--- src/rtl/core/ffc_pkg.sv ---
// ----------------------------------------------------------------------------
// ffc_pkg
// Shared opcodes, widths and constants for the float format converter.
// ----------------------------------------------------------------------------
package ffc_pkg;

    localparam int OPCODE_W = 2;
    localparam int WORD_W   = 32;

    typedef enum logic [OPCODE_W-1:0] {
        OP_F32_TO_F16  = 2'd0,
        OP_F16_TO_F32  = 2'd1,
        OP_F32_TO_BF16 = 2'd2,
        OP_BF16_TO_F32 = 2'd3
    } opcode_t;

    localparam logic [31:0] INF32       = 32'h7F80_0000;
    localparam logic [31:0] F16_OVF_MAG = 32'h4780_0000;
    localparam logic [31:0] F16_MIN_NRM = 32'h3880_0000;
    localparam logic [31:0] F16_ZERO_TH = 32'h3300_0000;
    localparam logic [31:0] EXP_REBIAS  = 32'h3800_0000;

endpackage

--- src/rtl/core/ffc_convert.sv ---
// ----------------------------------------------------------------------------
// ffc_convert
// Combinational conversion of one item: fp32/fp16/bf16 bit patterns.
// ----------------------------------------------------------------------------
module ffc_convert (
    input  ffc_pkg::opcode_t   opcode,
    input  logic [31:0]        operand,
    output logic [31:0]        converted
);

    // fp32 -> fp16
    logic [15:0] h_res;
    logic        x_sign;
    logic [30:0] mag;
    logic [31:0] r_nrm;
    logic [31:0] r_sub;
    logic [23:0] mant;
    logic [4:0]  sub_sh;
    logic [31:0] sub_add;

    assign x_sign = operand[31];
    assign mag    = operand[30:0];
    assign mant   = {1'b1, operand[22:0]};
    // exponent 102..112 gives shift 14..24
    assign sub_sh  = 5'(8'd126 - operand[30:23]);
    assign sub_add = {8'd0, mant} + (32'd1 << (sub_sh - 5'd1));
    assign r_sub   = sub_add >> sub_sh;
    assign r_nrm   = {1'b0, mag} + 32'h0FFF + {31'd0, mag[13]} - ffc_pkg::EXP_REBIAS;

    always_comb begin
        if ({1'b0, mag} > ffc_pkg::INF32) begin
            h_res = {x_sign, 15'h7E00};
        end else if ({1'b0, mag} >= ffc_pkg::F16_OVF_MAG) begin
            h_res = {x_sign, 15'h7C00};
        end else if ({1'b0, mag} >= ffc_pkg::F16_MIN_NRM) begin
            h_res = {x_sign, r_nrm[27:13]};
        end else if ({1'b0, mag} <= ffc_pkg::F16_ZERO_TH) begin
            h_res = {x_sign, 15'd0};
        end else begin
            h_res = {x_sign, r_sub[14:0]};
        end
    end

    // fp16 -> fp32, subnormals normalized through a leading-zero count
    logic [4:0]  he;
    logic [9:0]  hm;
    logic [3:0]  lz;
    logic [9:0]  hm_norm;
    logic [31:0] f_res;

    assign he = operand[14:10];
    assign hm = operand[9:0];

    // highest set bit wins, as it is the last one visited
    always_comb begin
        lz = 4'd0;
        for (int i = 0; i < 10; i++) begin
            if (hm[i]) begin
                lz = 4'(9 - i);
            end
        end
    end

    // shift past the leading one so it drops out
    assign hm_norm = hm << (lz + 4'd1);

    always_comb begin
        if (he == 5'h1F) begin
            f_res = {operand[15], 8'hFF, hm, 13'd0};
        end else if (he != 5'd0) begin
            f_res = {operand[15], 8'(he) + 8'd112, hm, 13'd0};
        end else if (hm == 10'd0) begin
            f_res = {operand[15], 31'd0};
        end else begin
            f_res = {operand[15], 8'd112 - 8'(lz), hm_norm, 13'd0};
        end
    end

    // fp32 -> bf16
    logic [31:0] b_sum;
    logic [15:0] b_res;

    assign b_sum = operand + 32'h7FFF + {31'd0, operand[16]};
    assign b_res = ({1'b0, mag} > ffc_pkg::INF32) ? operand[31:16] | 16'h0040
                                                   : b_sum[31:16];

    // result select
    always_comb begin
        unique case (opcode)
            ffc_pkg::OP_F32_TO_F16:  converted = {16'd0, h_res};
            ffc_pkg::OP_F16_TO_F32:  converted = f_res;
            ffc_pkg::OP_F32_TO_BF16: converted = {16'd0, b_res};
            ffc_pkg::OP_BF16_TO_F32: converted = {operand[15:0], 16'd0};
            default:                 converted = '0;
        endcase
    end

endmodule

--- src/rtl/core/float_format_converter_top.sv ---
// ----------------------------------------------------------------------------
// float_format_converter_top
// Converts raw float bit words between fp32, fp16 and bfloat16.
// ----------------------------------------------------------------------------
//  channel | ports                        | direction
//  input   | s_valid s_ready s_opcode s_operand | in
//  result  | m_valid m_ready m_converted  | out
//
//  One item per cycle; s_ready is high whenever the result register is
//  empty or being taken, so a stall on m_ready stalls the input. An item's
//  result appears in the cycle after it is taken. The conversion logic sits
//  between the input handshake and one result register. Reset clears m_valid.
// ----------------------------------------------------------------------------
module float_format_converter_top (
    input  logic        aclk,
    input  logic        aresetn,
    input  logic        s_valid,
    output logic        s_ready,
    input  logic [1:0]  s_opcode,
    input  logic [31:0] s_operand,
    output logic        m_valid,
    input  logic        m_ready,
    output logic [31:0] m_converted
);

    logic        valid_reg;
    logic [31:0] data_reg;
    logic [31:0] conv;

    ffc_convert u_convert (
        .opcode   (ffc_pkg::opcode_t'(s_opcode)),
        .operand  (s_operand),
        .converted(conv)
    );

    assign s_ready     = !valid_reg || m_ready;
    assign m_valid     = valid_reg;
    assign m_converted = data_reg;

    // result register
    always_ff @(posedge aclk) begin
        if (!aresetn) begin
            valid_reg <= 1'b0;
        end else if (s_ready) begin
            valid_reg <= s_valid;
        end
    end

    always_ff @(posedge aclk) begin
        if (s_valid && s_ready) begin
            data_reg <= conv;
        end
    end

    a_hold: assert property (@(posedge aclk) disable iff (!aresetn)
        m_valid && !m_ready |=> m_valid && $stable(m_converted))
        else $error("result changed while stalled");
    a_fill: assert property (@(posedge aclk) disable iff (!aresetn)
        s_valid && s_ready |=> m_valid)
        else $error("accepted item lost");
    a_bf16: assert property (@(posedge aclk) disable iff (!aresetn)
        s_valid && s_ready && s_opcode == ffc_pkg::OP_BF16_TO_F32
        |=> m_converted[15:0] == 16'd0)
        else $error("bf16 widening low half not zero");

endmodule
--- config.mk ---
export PLATFORM = sky130hd
export DESIGN_NAME = float_format_converter_top
export DESIGN_NICKNAME = d
export VERILOG_FILES = /design/src/rtl/core/ffc_pkg.sv /design/src/rtl/core/ffc_convert.sv /design/src/rtl/core/float_format_converter_top.sv
export SDC_FILE = /design/constraint.sdc
export NUM_CORES = 1
export LEC_CHECK = 0
export BUFFER_PORTS_ARGS = -buffer_cell sky130_fd_sc_hd__buf_2
export CORE_ASPECT_RATIO = 2
export CORE_MARGIN = 1
export CORE_UTILIZATION = 64
export CTS_CLUSTER_SIZE = 10
export DETAILED_ROUTE_END_ITERATION = 12
export MAX_ROUTING_LAYER = met4
export PLACE_DENSITY = 0.83
export SLEW_MARGIN = 20
export SYNTH_ARGS = -nofsm -noshare
export SYNTH_HDL_FRONTEND = slang
export SYNTH_SLANG_ARGS = --single-unit
export TNS_END_PERCENT = 10
--- constraint.sdc ---
create_clock -name aclk -period 19.3 [get_ports aclk]
set_input_delay 4.825 -clock aclk [delete_from_list [all_inputs] [get_ports aclk]]
set_output_delay 4.825 -clock aclk [all_outputs]
set_load 0.01 [all_outputs]
== Yosys cells after proc, flatten, opt, wreduce, memory -nomap -nowiden ==
Index checks and enable logic that the tools add are counted.

* Input bits: 38
* Register bits after elaboration: 33
* Output and inout bits: 34

* Shift-type cells: 3
* Add/subtract/negate cells: 11
* Reductions and logical operators: 6
* Eq/ne operators: 4
* Order comparisons: 4
* Mux-type cells: 19

{| class="wikitable"
|+ Operator list
! kind !! number
|-
| $pmux W32 S4 || 1
|-
| $mux W31 || 3
|-
| $mux W15 || 4
|-
| $mux W4 || 10
|-
| $add A24 B32 Y32 || 1
|-
| $add A32 B1 Y32 || 1
|-
| $add A32 B15 Y32 const B || 1
|-
| $shl A1 B5 Y32 const A || 1
|-
| $shr A32 B5 Y15 || 1
|-
| $ge A31 B30 Y1 const B || 1
|-
| $ge A31 B31 Y1 const B || 1
|-
| $gt A31 B31 Y1 const B || 1
|-
| $le A31 B30 Y1 const B || 1
|-
| $add A28 B1 Y28 || 1
|-
| $add A28 B12 Y28 const B || 1
|-
| $sub A28 B28 Y28 const B || 1
|-
| $mux W16 || 1
|-
| $logic_not A10 Y1 || 1
|-
| $shl A10 B4 Y10 || 1
|-
| $add A5 B7 Y8 const B || 1
|-
| $sub A7 B4 Y8 const A || 1
|-
| $eq A5 B5 Y1 const B || 1
|-
| $reduce_bool A5 Y1 || 1
|-
| $sub A5 B1 Y5 const B || 1
|-
| other kinds (8) || 9
|}

== Depth between registers and ports, before layout ==
* Word-level depth: 16
* Depth in mapped cells: 24

== Cells and area by module ==
A second synthesis with hierarchy kept.

* Cells, all modules: 930
* Area, all modules: 6795.3 um2

{| class="wikitable"
|+ Modules (own cells, without submodules)
! module !! area an instance (um2) !! cells each !! times used
|-
| ffc_convert || 5776.8 || 893 || 1
|-
| float_format_converter_top || 1018.5 || 37 || 1
|}

== Worst setup path after synthesis ==
Ideal clock, no wire load.

* Kind: input to register
* From: input port s_operand[23]
* To: register data_reg[5], in the netlist m_converted[5], data pin
* Stages: 23
* Setup slack: 9243 ps
* Buffers on the path: 5
* Library setup time: 136 ps
* Arrival: 9920 ps
* Data required time: 19164 ps
* Cell sequence: clkbuf_1 -> inv_1 -> buf_1 -> clkbuf_1 -> ha_1 -> buf_2 -> inv_1 -> nor2_1 -> o21ai_0 -> a22oi_1 -> nor2_1 -> ha_1 -> clkbuf_1 -> a21oi_1 -> o21a_1 -> o21ai_0 -> a221oi_1 -> o31ai_2 -> or2_2 -> mux2i_1 -> or4_1 -> a311o_1 -> nand3_1

* Longest elaborated chain between the ends: 10

{| class="wikitable"
|+ Ends and longest elaborated chain
! what !! line !! RTL
|-
| start: declaration || float_format_converter_top.sv:20 || <nowiki>input logic [31:0] s_operand,</nowiki>
|-
| $sub A5 B5 Y5 || ffc_convert.sv:25 || <nowiki>assign sub_sh = 5'(8'd126 - operand[30:23]);</nowiki>
|-
| $sub A5 B1 Y5 || ffc_convert.sv:26 || <nowiki>assign sub_add = {8'd0, mant} + (32'd1 << (sub_sh - 5'd1));</nowiki>
|-
| $shl A1 B5 Y32 || ffc_convert.sv:26 ||
|-
| $add A24 B32 Y32 || ffc_convert.sv:26 ||
|-
| $shr A32 B5 Y15 || ffc_convert.sv:27 || <nowiki>assign r_sub = sub_add >> sub_sh;</nowiki>
|-
| $mux W15 || ffc_convert.sv:37 || <nowiki>end else if ({1'b0, mag} <= ffc_pkg::F16_ZERO_TH) begin</nowiki>
|-
| $mux W15 || ffc_convert.sv:35 || <nowiki>end else if ({1'b0, mag} >= ffc_pkg::F16_MIN_NRM) begin</nowiki>
|-
| $mux W15 || ffc_convert.sv:33 || <nowiki>end else if ({1'b0, mag} >= ffc_pkg::F16_OVF_MAG) begin</nowiki>
|-
| $mux W15 || ffc_convert.sv:31 || <nowiki>if ({1'b0, mag} > ffc_pkg::INF32) begin</nowiki>
|-
| $pmux W32 S4 (*) || ffc_convert.sv:89 || <nowiki>unique case (opcode)</nowiki>
|-
| net conv[5] || float_format_converter_top.sv:28 || <nowiki>logic [31:0] conv;</nowiki>
|-
| end signal: assignment || float_format_converter_top.sv:51 || <nowiki>data_reg <= conv;</nowiki>
|-
| end: declaration || float_format_converter_top.sv:27 || <nowiki>logic [31:0] data_reg;</nowiki>
|}

The timed path passes the listed nets; every way through them passes the cells marked *.
A chain may end at the register's enable or synchronous reset.

== Final worst setup path ==
* From: input port s_operand[23]
* To: register data_reg[0], in the netlist m_converted[0], data pin

The elaborated chain is that of the path after synthesis.

==> impl_metrics.csv <==
group,metric,value,unit
synthesis,synth_fp_nets,1015,
floorplan,die_w,74.9,um
sta,worstMarginPinSlew,918,ps
clocking,cts.repair.resized,0,
power,irDropWorstVdd,0.0443,mV
sta,setup_viol,0,
finish,stdcell_area,7230,sq um
synthesis,yosys.area_share.adder,6.56,%
global_routing,grt_max_degree,47,
floorplan,core,10200,sq um
synthesis,syn-cell-area,6790,sq um
global_routing,grt_overflow,0,
finish,final_common_cell,"nor2_1",
critical_path,worstPathMaxFanout,44,
global_routing,grt_pass1_vias,7767,
clocking,insertion_delay,290,ps
placement,dp.cells,1087,
flow_run,max_cap_violations,0,
hold_path,hold_path.class,"flop to flop",
clocking,cts-root-buf,"clkbuf_16",
power,fin_total_pwr,0.000345,W
clocking,cts.sinks,33,
drt,ant_nets,0,
synthesis,yosysUniqueCellTypes,89,
synthesis,synth-simple-area-share,26.8,%
drt,routed-via-count,8318,
floorplan,die_area,11100,sq um
sta,drv_slew,0,
sta,max_freq,87.6,MHz
finish,finalNonFillerCells,1095,
drt,drtIter0Drc,1020,
clocking,post_cts_buffers,0,
finish,area_growth,6.43,%
synthesis,synth_xor_area_share,7.81,%
drt,first_pass_iters,5,
critical_path,critPathRequiredTime,19300,ps
synthesis,async_reset_ff_share,0,%
synthesis,synthCells,942,
floorplan,start_util,66.5,%
global_routing,antenna_found_initial,0,
synthesis,synth_top_family_by_area,"compound AO/OA/AOI/OAI gates",
synthesis,ys_seq_elements,33,
drt,drc,0,
global_routing,grt_pass1_wl,42400,um
power,powerDensity,47.8,nW/um^2
drt,wl,26900,um
clocking,cts_buffer_depth,2,
placement,gp_congestion,1.08,
placement,postPlaceCellArea,7080,sq um
synthesis,synth_mux_area_share,7.79,%
finish,layout_common_cells,"nor2_1 (104), nand2_1 (93), a21oi_1 (76)",
synthesis,syn-mean-instance-area,7.21,sq um
sta,post-route-period-util,59.2,%
sta,finalSetupTns,0,ps
finish,finalNetCount,1032,
clocking,htreeDepth,2,
placement,numPortBuffers,71,
clocking,hold_buffers,0,
critical_path,path_class,"input pin to flop",
floorplan,die_h,148,um
synthesis,ys_seq_area_share,14.4,%
sta,post-route-min-period,11420,ps
sta,grt_setup_unrepaired,"no",
finish,diodes,0,
synthesis,synth_compound_area_share,30.9,%
clocking,clk_pin_slew,60,ps
floorplan,ioPinCount,72,
power,leakagePower,2.80,nW
sta,slew_headroom,38.1,%
placement,dp_hpwl,21000,um
global_routing,grtUsageTotal,52.1,%
sta,hold_viol,0,
floorplan,rows,52,
synthesis,synth_edf_count,32,
clocking,cts_tree,"yes",
finish,drive_gt1_share,12.9,%
clocking,cts_buffers,5,
sta,fin_skew,2.62,ps
drt,drt-wirelength-per-cell,24.6,um
critical_path,arrival,11410,ps
outcome,status,"completed",
critical_path,critPathCaptureType,"flop",
critical_path,startpoint_type,"input pin",
synthesis,yosys_warnings,0,
synthesis,synth_ff_type,"edfxtp_1",
drt,viasPerCell,7.60,
-- cell usage after synthesis, types with 16 or more instances --
cell type | instances | area (sq um)
mux2i_1 | 36 | 360
nand2_1 | 93 | 349
edfxtp_1 | 32 | 961
a31oi_1 | 16 | 100
nand2b_1 | 17 | 106
nand3_1 | 38 | 190
nor2_1 | 104 | 390
ha_1 | 34 | 425
o211ai_1 | 20 | 150
inv_1 | 19 | 71.3
o21ai_0 | 54 | 270
clkbuf_1 | 52 | 195
xnor2_1 | 34 | 298
xor2_1 | 21 | 184
a21oi_1 | 76 | 380
nor3_1 | 32 | 160
-- where the power goes --
part / switching [W] / internal, W
Clock: 0.0000319 / 0.0000473
Sequential: 0.00000129 / 0.0000856
Combinational: 0.000120 / 0.0000589
Total: 0.000154 / 0.000192
-- worst paths after layout --
| path | from | to | slack (ps) | depth (start not counted) |
|---|---|---|---|---|
| worst max-delay path | s_operand[23] | m_converted[0]$_DFFE_PP_ | 7880 | 19 |
| worst min-delay path | m_valid$_SDFFE_PN0N_ | m_valid$_SDFFE_PN0N_ | 550 | 2 |
| worst max register to register | m_valid$_SDFFE_PN0N_ | m_converted[16]$_DFFE_PP_ | 18020 | 3 |
| worst min register to register | m_valid$_SDFFE_PN0N_ | m_valid$_SDFFE_PN0N_ | 550 | 2 |
-- through the flow --
| stage | setup WS [ps] | utilization (%) | hold WS [ps] |
|---|---|---|---|
| global placement | 7870 | 69.3 | 516 |
| detailed placement | 7900 | 69.3 | 535 |
| global route | 7590 | 70.8 | 599 |
| CTS | 8180 | 70.7 | 545 |
| floorplan | 9240 | - | 610 |
| finish | 7880 | 70.8 | 551 |
-- worst max-delay path: stages --
cell,delay [ps]
buf_2,670
ha_1,600
nand3_2,200
xnor2_2,660
nand2_1,380
o22ai_1,260
a22oi_1,240
nor2_1,240
ha_1,330
a21oi_1,300
nand2_1,100
o21ai_0,500
nand2_1,270
and3_1,290
o2111a_1,320
o221ai_1,340
o22ai_1,230
a2111oi_0,480
o31ai_1,160
-- area by class of cell --
type / instances / area (sq um)
Clock inverter: 3 / 17.5
Sequential cell: 33 / 981
Tap cell: 135 / 169
Inverter: 21 / 78.8
Timing Repair Buffer: 80 / 423
Fill cell: 881 / 2990
Multi-Input combinational cell: 818 / 5440
Clock buffer: 5 / 125
-- layer usage --
metal / routed length [um] / track usage [%]
met5: 0 / -
met4: 3200 / 44.0
met3: 2380 / 13.3
met2: 12800 / 82.4
met1: 8520 / 51.4
-- cells by family (layout without fill, tap and decap cells) --
kind of cell             Yosys count  after routing
XOR/XNOR                          58             58
AO/OA/AOI/OAI                    308            308
adder cells (fa/ha/maj)           35             35
AND/OR/NAND/NOR                  372            372
buffers and inverters             91            109
multiplexers                      45             45
flip-flops                        33             33
-- state kept, by name (all words and copies together) (netlist names) --
| register | flops |
|---|---|
| m_valid | 1 |
| m_converted | 32 |
Note: power is estimated with default switching activity, not from simulation.
